==> src/manchester_frame_decoder_assert.svh <==
// Assertion macros shared by the decoder modules.
// Each macro expects signals named clk and rst_n in the module that uses it.
`ifndef MANCHESTER_FRAME_DECODER_ASSERT_SVH
`define MANCHESTER_FRAME_DECODER_ASSERT_SVH

// The consequent must hold in the same cycle as the antecedent.
`define MFD_ASSERT_SAME(label, ante, cons) \
    label: assert property (@(posedge clk) disable iff (!rst_n) (ante) |-> (cons)) \
        else $error("decoder check failed in the same cycle");

// The consequent must hold in the cycle after the antecedent.
`define MFD_ASSERT_NEXT(label, ante, cons) \
    label: assert property (@(posedge clk) disable iff (!rst_n) (ante) |=> (cons)) \
        else $error("decoder check failed in the next cycle");

`endif

==> src/mfd_pkg.sv <==
package mfd_pkg;

    localparam int PAYLOAD_W = 6;

    // Bytes that the receive buffer can hold; positions at or past it are counted only.
    localparam logic [7:0] FIFO_BYTES    = 8'd96;
    localparam logic [7:0] HEADER_BYTES  = 8'd4;
    localparam logic [6:0] HEADER_LAST   = 7'd3;
    localparam logic [6:0] FIRST_DATA    = 7'd4;
    localparam logic [6:0] POS_MAX       = 7'd127;
    localparam logic [PAYLOAD_W-1:0] PAYLOAD_RESET = 6'd26;

    typedef struct packed {
        logic [7:0] manch_byte;
        logic       frame_last;
    } mfd_in_t;

    typedef struct packed {
        logic [7:0] data_byte;
        logic [7:0] error_mask;
        logic       frame_end;
        logic       frame_ok;
    } mfd_out_t;

    typedef struct packed {
        logic     valid;
        mfd_out_t result;
    } mfd_push_t;

    typedef logic [PAYLOAD_W-1:0] mfd_cfg_t;

endpackage

==> src/mfd_stream_if.sv <==
interface mfd_stream_if #(
    parameter type payload_t = logic
);
    logic     valid;
    logic     ready;
    payload_t payload;

    modport source (
        output valid,
        output payload,
        input  ready
    );

    modport sink (
        input  valid,
        input  payload,
        output ready
    );
endinterface

==> src/mfd_pair_decode.sv <==
module mfd_pair_decode (
    input  logic [7:0] manch_byte,
    output logic [3:0] data_nibble,
    output logic [3:0] error_nibble
);
    // Pair i sits at bits 2i+1:2i; the most significant pair gives bit 3.
    always_comb
    begin
        for (int i = 0; i < 4; i++)
        begin
            data_nibble[i]  = manch_byte[2*i];
            error_nibble[i] = ~(manch_byte[2*i+1] ^ manch_byte[2*i]);
        end
    end
endmodule

==> src/mfd_frame_ctrl.sv <==
module mfd_frame_ctrl (
    input  logic              clk,
    input  logic              rst_n,
    input  logic              rx_fire,
    input  mfd_pkg::mfd_in_t  rx_item,
    input  logic              cfg_write,
    input  mfd_pkg::mfd_cfg_t cfg_data,
    output mfd_pkg::mfd_push_t push
);
    import mfd_pkg::*;

    mfd_cfg_t   payload_bytes_reg;
    logic [6:0] pos_reg, pos_next;
    logic [1:0] carry_data_reg, carry_data_next;
    logic [1:0] carry_err_reg, carry_err_next;
    logic [3:0] mid_data_reg, mid_data_next;
    logic [3:0] mid_err_reg, mid_err_next;

    logic [3:0] dn;
    logic [3:0] en;
    logic [7:0] exp_len;
    logic [7:0] pos_ext;
    logic       in_range;
    logic       emit;

    mfd_pair_decode u_decode (
        .manch_byte   (rx_item.manch_byte),
        .data_nibble  (dn),
        .error_nibble (en)
    );

    assign exp_len  = HEADER_BYTES + {1'b0, payload_bytes_reg, 1'b0};
    assign pos_ext  = {1'b0, pos_reg};
    assign in_range = (pos_ext < FIFO_BYTES) && (pos_ext < exp_len);
    // Data bytes complete on the second byte of each pair after the header.
    assign emit     = in_range && (pos_reg >= FIRST_DATA) && pos_reg[0];

    always_comb
    begin
        pos_next        = pos_reg;
        carry_data_next = carry_data_reg;
        carry_err_next  = carry_err_reg;
        mid_data_next   = mid_data_reg;
        mid_err_next    = mid_err_reg;
        if (rx_fire)
        begin
            if (in_range && (pos_reg == HEADER_LAST))
            begin
                carry_data_next = dn[1:0];
                carry_err_next  = en[1:0];
            end
            else if (in_range && (pos_reg >= FIRST_DATA) && !pos_reg[0])
            begin
                mid_data_next = dn;
                mid_err_next  = en;
            end
            else if (emit)
            begin
                carry_data_next = dn[1:0];
                carry_err_next  = en[1:0];
            end
            if (pos_reg != POS_MAX)
            begin
                pos_next = pos_reg + 7'd1;
            end
            if (rx_item.frame_last)
            begin
                pos_next        = '0;
                carry_data_next = '0;
                carry_err_next  = '0;
                mid_data_next   = '0;
                mid_err_next    = '0;
            end
        end
    end

    always_comb
    begin
        push.valid             = rx_fire && (emit || rx_item.frame_last);
        push.result.data_byte  = emit ? {carry_data_reg, mid_data_reg, dn[3:2]} : 8'd0;
        push.result.error_mask = emit ? {carry_err_reg, mid_err_reg, en[3:2]} : 8'd0;
        push.result.frame_end  = rx_item.frame_last;
        push.result.frame_ok   = rx_item.frame_last && (exp_len <= FIFO_BYTES)
                                 && ((pos_ext + 8'd1) == exp_len);
    end

    always_ff @(posedge clk or negedge rst_n)
    begin
        if (!rst_n)
        begin
            payload_bytes_reg <= PAYLOAD_RESET;
            pos_reg           <= '0;
            carry_data_reg    <= '0;
            carry_err_reg     <= '0;
            mid_data_reg      <= '0;
            mid_err_reg       <= '0;
        end
        else
        begin
            if (cfg_write)
            begin
                payload_bytes_reg <= cfg_data;
            end
            pos_reg        <= pos_next;
            carry_data_reg <= carry_data_next;
            carry_err_reg  <= carry_err_next;
            mid_data_reg   <= mid_data_next;
            mid_err_reg    <= mid_err_next;
        end
    end

`include "manchester_frame_decoder_assert.svh"

    `MFD_ASSERT_NEXT(a_last_clears_pos, rx_fire && rx_item.frame_last, pos_reg == 7'd0)
    `MFD_ASSERT_SAME(a_ok_needs_end, push.valid && push.result.frame_ok, push.result.frame_end)
    `MFD_ASSERT_SAME(a_data_on_odd_pos,
                     push.valid && !push.result.frame_end,
                     pos_reg[0] && (pos_reg > FIRST_DATA))

endmodule

==> src/mfd_out_stage.sv <==
module mfd_out_stage (
    input  logic               clk,
    input  logic               rst_n,
    input  mfd_pkg::mfd_push_t push,
    output logic               in_ready,
    input  logic               out_ready,
    output logic               out_valid,
    output mfd_pkg::mfd_out_t  out_item
);
    import mfd_pkg::*;

    logic     valid_reg;
    mfd_out_t item_reg;
    logic     skid_valid_reg;
    mfd_out_t skid_item_reg;

    // A request that arrives while the output is stalled parks in the skid slot.
    assign in_ready  = !skid_valid_reg;
    assign out_valid = valid_reg;
    assign out_item  = item_reg;

    always_ff @(posedge clk or negedge rst_n)
    begin
        if (!rst_n)
        begin
            valid_reg      <= 1'b0;
            skid_valid_reg <= 1'b0;
        end
        else
        begin
            if (!valid_reg || out_ready)
            begin
                if (skid_valid_reg)
                begin
                    valid_reg      <= 1'b1;
                    skid_valid_reg <= 1'b0;
                end
                else
                begin
                    valid_reg <= push.valid;
                end
            end
            else if (push.valid)
            begin
                skid_valid_reg <= 1'b1;
            end
        end
    end

    always_ff @(posedge clk)
    begin
        if (!valid_reg || out_ready)
        begin
            item_reg <= skid_valid_reg ? skid_item_reg : push.result;
        end
        else if (push.valid)
        begin
            skid_item_reg <= push.result;
        end
    end

`include "manchester_frame_decoder_assert.svh"

    `MFD_ASSERT_SAME(a_skid_behind_out, skid_valid_reg, valid_reg)
    `MFD_ASSERT_NEXT(a_stall_fills_skid, push.valid && valid_reg && !out_ready, skid_valid_reg)
    `MFD_ASSERT_NEXT(a_skid_moves_up, skid_valid_reg && out_ready, valid_reg && !skid_valid_reg)

endmodule

==> src/manchester_frame_decoder.sv <==
// Manchester frame decoder.
// rx carries one received byte per request (four Manchester pairs, most
// significant pair first) and a flag that marks the last byte of a frame.
// result carries decoded data bytes with their per-bit error masks, and on the
// last byte of a frame the end flag and if its size matched and fit the FIFO.
// cfg writes the payload length in data bytes; it is always ready and should
// only be written while no frame is in flight.
// A result reaches result through the output register, or through the skid
// register first if the output is stalled. Throughput is one byte per cycle
// while rx is ready; a byte that gives no result is accepted all the same.
// When the receiver stalls, one result waits in the output register and one
// more in a skid register, so rx stays ready for one further request; rx ready
// drops only while the skid register is full.
// Reset clears the frame position, the carried bits and both output slots,
// and sets the payload length to 26 bytes.
module manchester_frame_decoder (
    input  logic         clk,
    input  logic         rst_n,
    mfd_stream_if.sink   rx,
    mfd_stream_if.source result,
    mfd_stream_if.sink   cfg
);
    import mfd_pkg::*;

    logic      rx_fire;
    logic      in_ready;
    mfd_push_t push;

    assign rx.ready  = in_ready;
    assign rx_fire   = rx.valid && in_ready;
    assign cfg.ready = 1'b1;

    mfd_frame_ctrl u_frame_ctrl (
        .clk       (clk),
        .rst_n     (rst_n),
        .rx_fire   (rx_fire),
        .rx_item   (rx.payload),
        .cfg_write (cfg.valid),
        .cfg_data  (cfg.payload),
        .push      (push)
    );

    mfd_out_stage u_out_stage (
        .clk       (clk),
        .rst_n     (rst_n),
        .push      (push),
        .in_ready  (in_ready),
        .out_ready (result.ready),
        .out_valid (result.valid),
        .out_item  (result.payload)
    );

endmodule
==> src/flat_wrapper.sv <==
// flat-port wrapper written by rule: the top's interface ports become plain ports
module manchester_frame_decoder_flat import mfd_pkg::*;
  (clk, rst_n, rx_valid, rx_payload, rx_ready, result_valid, result_payload, result_ready, cfg_valid, cfg_payload, cfg_ready);
  mfd_stream_if rx_i ();
  mfd_stream_if result_i ();
  mfd_stream_if cfg_i ();
  input  logic clk;
  input  logic rst_n;
  input wire logic [$bits(rx_i.valid)-1:0] rx_valid;
  input wire logic [$bits(rx_i.payload)-1:0] rx_payload;
  output wire logic [$bits(rx_i.ready)-1:0] rx_ready;
  output wire logic [$bits(result_i.valid)-1:0] result_valid;
  output wire logic [$bits(result_i.payload)-1:0] result_payload;
  input wire logic [$bits(result_i.ready)-1:0] result_ready;
  input wire logic [$bits(cfg_i.valid)-1:0] cfg_valid;
  input wire logic [$bits(cfg_i.payload)-1:0] cfg_payload;
  output wire logic [$bits(cfg_i.ready)-1:0] cfg_ready;
  assign rx_i.valid = rx_valid;
  assign rx_i.payload = rx_payload;
  assign rx_ready = rx_i.ready;
  assign result_valid = result_i.valid;
  assign result_payload = result_i.payload;
  assign result_i.ready = result_ready;
  assign cfg_i.valid = cfg_valid;
  assign cfg_i.payload = cfg_payload;
  assign cfg_ready = cfg_i.ready;
  manchester_frame_decoder u_core (.clk(clk), .rst_n(rst_n), .rx(rx_i), .result(result_i), .cfg(cfg_i));
endmodule
==> config.mk <==
export PLATFORM = sky130hd
export DESIGN_NAME = manchester_frame_decoder_flat
export DESIGN_NICKNAME = d
export VERILOG_FILES = /design/src/mfd_pkg.sv /design/src/mfd_stream_if.sv /design/src/mfd_pair_decode.sv /design/src/mfd_frame_ctrl.sv /design/src/mfd_out_stage.sv /design/src/manchester_frame_decoder.sv /design/src/flat_wrapper.sv
export VERILOG_INCLUDE_DIRS = /design/src /design/src/src
export SDC_FILE = /design/constraint.sdc
export NUM_CORES = 1
export LEC_CHECK = 0
export BUFFER_PORTS_ARGS = -buffer_cell sky130_fd_sc_hd__buf_2
export CORE_MARGIN = 2
export CORE_UTILIZATION = 55
export DETAILED_ROUTE_END_ITERATION = 12
export GPL_TIMING_DRIVEN = 0
export PLACE_DENSITY_LB_ADDON = 0.1
export SETUP_SLACK_MARGIN = 0.5
export SLEW_MARGIN = 20
export SYNTH_ARGS = -nofsm -noshare
export SYNTH_HDL_FRONTEND = slang
export SYNTH_SLANG_ARGS = --single-unit
==> constraint.sdc <==
create_clock -name clk -period 2.2 [get_ports clk]
set_input_delay 0.22 -clock clk [delete_from_list [all_inputs] [get_ports clk]]
set_output_delay 0.22 -clock clk [all_outputs]
set_load 0.005 [all_outputs]
==> metrics.md <==
| Metric | Value |
|---|---|
| Core area | `around 1500 um^2` |
| H-tree Lvls | `1` |
| Initial DRC count | `14` |
| Total of max-cap violations | `0` |
| RR Endpoint | `u_core.u_out_stage.out_item[0]` |
| Fmax achieved | `572 MHz` |
| WHS | `0.0612 ns` |
| Sum Neg Setup Slack | `0 ns` |
| Top cells by count, synth | `dfrtp_1, a21oi_1, nand2_1` |
| Die Width | `43.4 um` |
| Max reg flops | `7` |
| Initial Utilization | `around 58%` |
| Syn Area/Cell | `approximately 9.4 um^2` |
| Synth-to-Final Area Change | `27.5%` |
| I/O pins | `11` |
| Crit end category | `flop` |
| Via count | `774` |
| Port Buffers | `9` |
| Worst-path cell chain | `ha_4 > nand3_4 > or3_4 > nor2b_2 > o2111ai_2 > o31ai_2` |
| Cell taking the most area after synthesis | `dfrtp_1` |
| R2R depth | `6` |
| Total grt overflow | `0` |
| Crit path buf inv count | `0` |
| Leak | `between 0.0004 and 0.0005 uW` |
| Final Max Slew Viols | `0` |
| Antenna-violating nets left | `0` |
| Vias in the first global route | `720` |
| Cell Rows | `14` |
| Ys flop type | `dfrtp_1` |
| Yosys Warn Count | `0` |
| Mapped cell area | `852 um^2` |
| Sequential fraction of the synthesis area | `approximately two fifths` |
| Unrepaired setup endpoints after global routing | `yes` |
| Mux cell area share after synthesis | `1.32%` |
| Worst-Margin Slew | `0.503 ns` |
| Clock period minus final worst setup slack | `1.75 ns` |
| DP HPWL | `1270 um` |
| Seq cells post-synth | `13` |
| Initial DRT Pass Iterations | `4` |
| Arrival time at the worst endpoint | `1.88 ns` |
| Synth Area in XOR/XNOR | `3.08%` |
| Peak VDD IR | `0.388 mV` |
| Final hold vios | `0` |
| Simple-Gate Fraction of Synth Area | `21.1%` |
| Critical-path top delay cell | `dfrtp_2` |
| Most common cell in the synthesized netlist | `dfrtp_1` |
| CP Class | `reg -> reg` |
| Avg WL per Cell | `14.1 um` |
| Hold path startpoint | `cfg_valid` |
| Clk pin slew, worst setup/hold paths | `0.08 ns` |
| Flop-to-flop setup slack | `0.45 ns` |
| Worst-path maximum fanout | `4` |
| CTS Buf Count | `3` |
| CP max stage delay | `roughly 0.41 ns` |
| Syn_nets | `103` |
| ANT cells | `0` |
| Die footprint | `1880 um^2` |
| Top-area cell type share of the netlist area | `29.4%` |
| # clock sinks | `13` |
| # fillers | `about 110` |
| DRC viols | `0` |
| Worst min path class | `in -> reg` |
| CP delay by family, top | `simple AND/OR/NAND/NOR gates` |
| EDFF count, synth | `2` |
| Maximum number of pins on one net before global-route repair | `12` |
| Startpoint Class | `flop` |
| Total Power | `562 uW` |
| Worst path depth | `6` |
| Synth top area cells | `dfrtp_1, ha_1, edfxtp_1, a21oi_1, a32o_1` |
| Chip Height | `43.4 um` |
| Clock Skews | `0.00212 ns` |
| Global-route wire length before repair | `roughly 3100 um` |
| WHS Path Cells | `2` |
| Synth Area in Compound Gates | `22.5%` |
| Status | `finished, final reports clean` |
| CTS Buffer Depth | `2` |
| Worst slew margin | `66.2%` |
| GRT Total Usage | `22.8%` |
| Nets@finish | `128` |
| Initial antenna violation count | `0` |
| Distinct cells, synth | `39` |
| RR Startpoint | `u_core.u_frame_ctrl.pos_reg[1]` |
| RD Place Congestion | `0.894` |
| Worst Hold End | `u_core.u_frame_ctrl.payload_bytes_reg[3]` |
| Clk_lat worst skew | `just under 0.3 ns` |
| Tcrit/Tclk final | `79.4%` |
| Req. time, crit path | `between 2 and 2.5 ns` |
| Final Util | `73.8%` |
| Fraction of layout cells with a size suffix above 1 | `38.3%` |
| Main combinational cell family by area after synthesis | `compound AO/OA/AOI/OAI gates` |
| Root buffer cell | `clkbuf_4` |
| Cells after synthesis | `91` |
| CTS tree | `built` |
| Post-synth ARST share | `84.6%` |
| Vias/cell | `between 5 and 6` |
| Power Density | `between 500 and 600 nW/um^2` |
| Routed WL | `1850 um` |
| Final setup viols | `0` |
| Synth Area in Adders | `7.34%` |
-- area by class of cell --
class / instances / area (um^2) / area share [%]
multi-input combinational: 69 / 519 / 47.8
timing repair buffer: 20 / 134 / 12.3
buffer: 3 / 23.8 / 2.19
tap: 16 / 20.0 / 1.84
inverter: 6 / 22.5 / 2.07
sequential: 13 / 340 / 31.3
clock buffer: 4 / 26.3 / 2.42
-- kinds of logic (layout without fill, tap and decap cells) --
group / Yosys count / count (layout)
AND/OR/NAND/NOR: 32 / 32
AO/OA/AOI/OAI: 27 / 27
flip-flops: 13 / 13
buffers and inverters: 9 / 33
adder cells (fa/ha/maj): 5 / 5
XOR/XNOR: 3 / 3
other: 1 / 1
multiplexers: 1 / 1
-- per-layer routing --
layer	up-vias	part of all wire (%)	global-route usage, %
li1	381	-	-
met1	360	47	30.1
met2	26	46	36.4
met3	7	4.2	5.00
met4	0	2.6	9.09
met5	-	0	0
-- worst reg2reg max path: cells and delay by family, from the launching register on --
| family | cells | cell delay [ns] |
|---|---|---|
| AO/OA/AOI/OAI | 2 | 0.37 |
| adder cells (fa/ha/maj) | 1 | 0.18 |
| flip-flops | 1 | 0.41 |
| AND/OR/NAND/NOR | 3 | 0.64 |
-- worst max-delay path by stage --
stage	from	end	slack, ns
after detailed placement	u_core.u_frame_ctrl.pos_reg[1]	u_core.u_frame_ctrl.pos_reg[5]	0.26
after global routing	u_core.u_frame_ctrl.pos_reg[1]	u_core.u_out_stage.out_item[0]	0.35
after global placement	u_core.u_frame_ctrl.pos_reg[1]	u_core.u_frame_ctrl.pos_reg[5]	0.29
final	u_core.u_frame_ctrl.pos_reg[1]	u_core.u_out_stage.out_item[0]	0.45
after CTS	u_core.u_frame_ctrl.pos_reg[0]	u_core.u_out_stage.out_item[0]	0.47
after floorplan	u_core.u_frame_ctrl.pos_reg[0]	u_core.u_out_stage.out_item[0]	0.48
-- cells in the final DEF (no fill, tap or decap), drive strengths merged --
cell type,n
a221oi,1
nand2b,3
conb,1
xnor2,2
nand3,4
dlygate4sd3,1
xor2,1
a21oi,7
dfrtp,10
nor3,1
clkbuf,5
or3,1
nor2b,3
o2111ai,1
nor4b,1
o211ai,1
nor4,1
a31oi,1
o21ai,7
nand4,1
nand3b,1
o21a,2
edfxtp,2
buf,21
nand2,7
nor2,6
inv,6
ha,5
and3,1
nor3b,1
mux2,1
or2b,1
dfstp,1
o31ai,4
a32o,3
-- report_power, final --
part	switching, uW	internal, uW
Clock	84.1	70.6
Combinational	64.3	69.1
Sequential	13.5	261
Total	162	400
-- repair_timing --
item / CTS / global route
hold endpoints to repair: 10 / 0
resized for setup: 10 / 2
pin swaps: 10 / 7
buffers inserted: 9 / 1
hold buffers: 1 / 0
setup endpoints to repair: 9 / 6
-- per-stage QoR --
stage,cells,worst slack (ns),instance area (um^2)
after detailed placement,116,0.263,945
after global routing,131,0.352,1090
after global placement,116,0.292,945
final,131,0.452,1090
after floorplan,91,0.483,880
after CTS,130,0.465,1070
No activity file was read; power rests on OpenSTA's default activity.
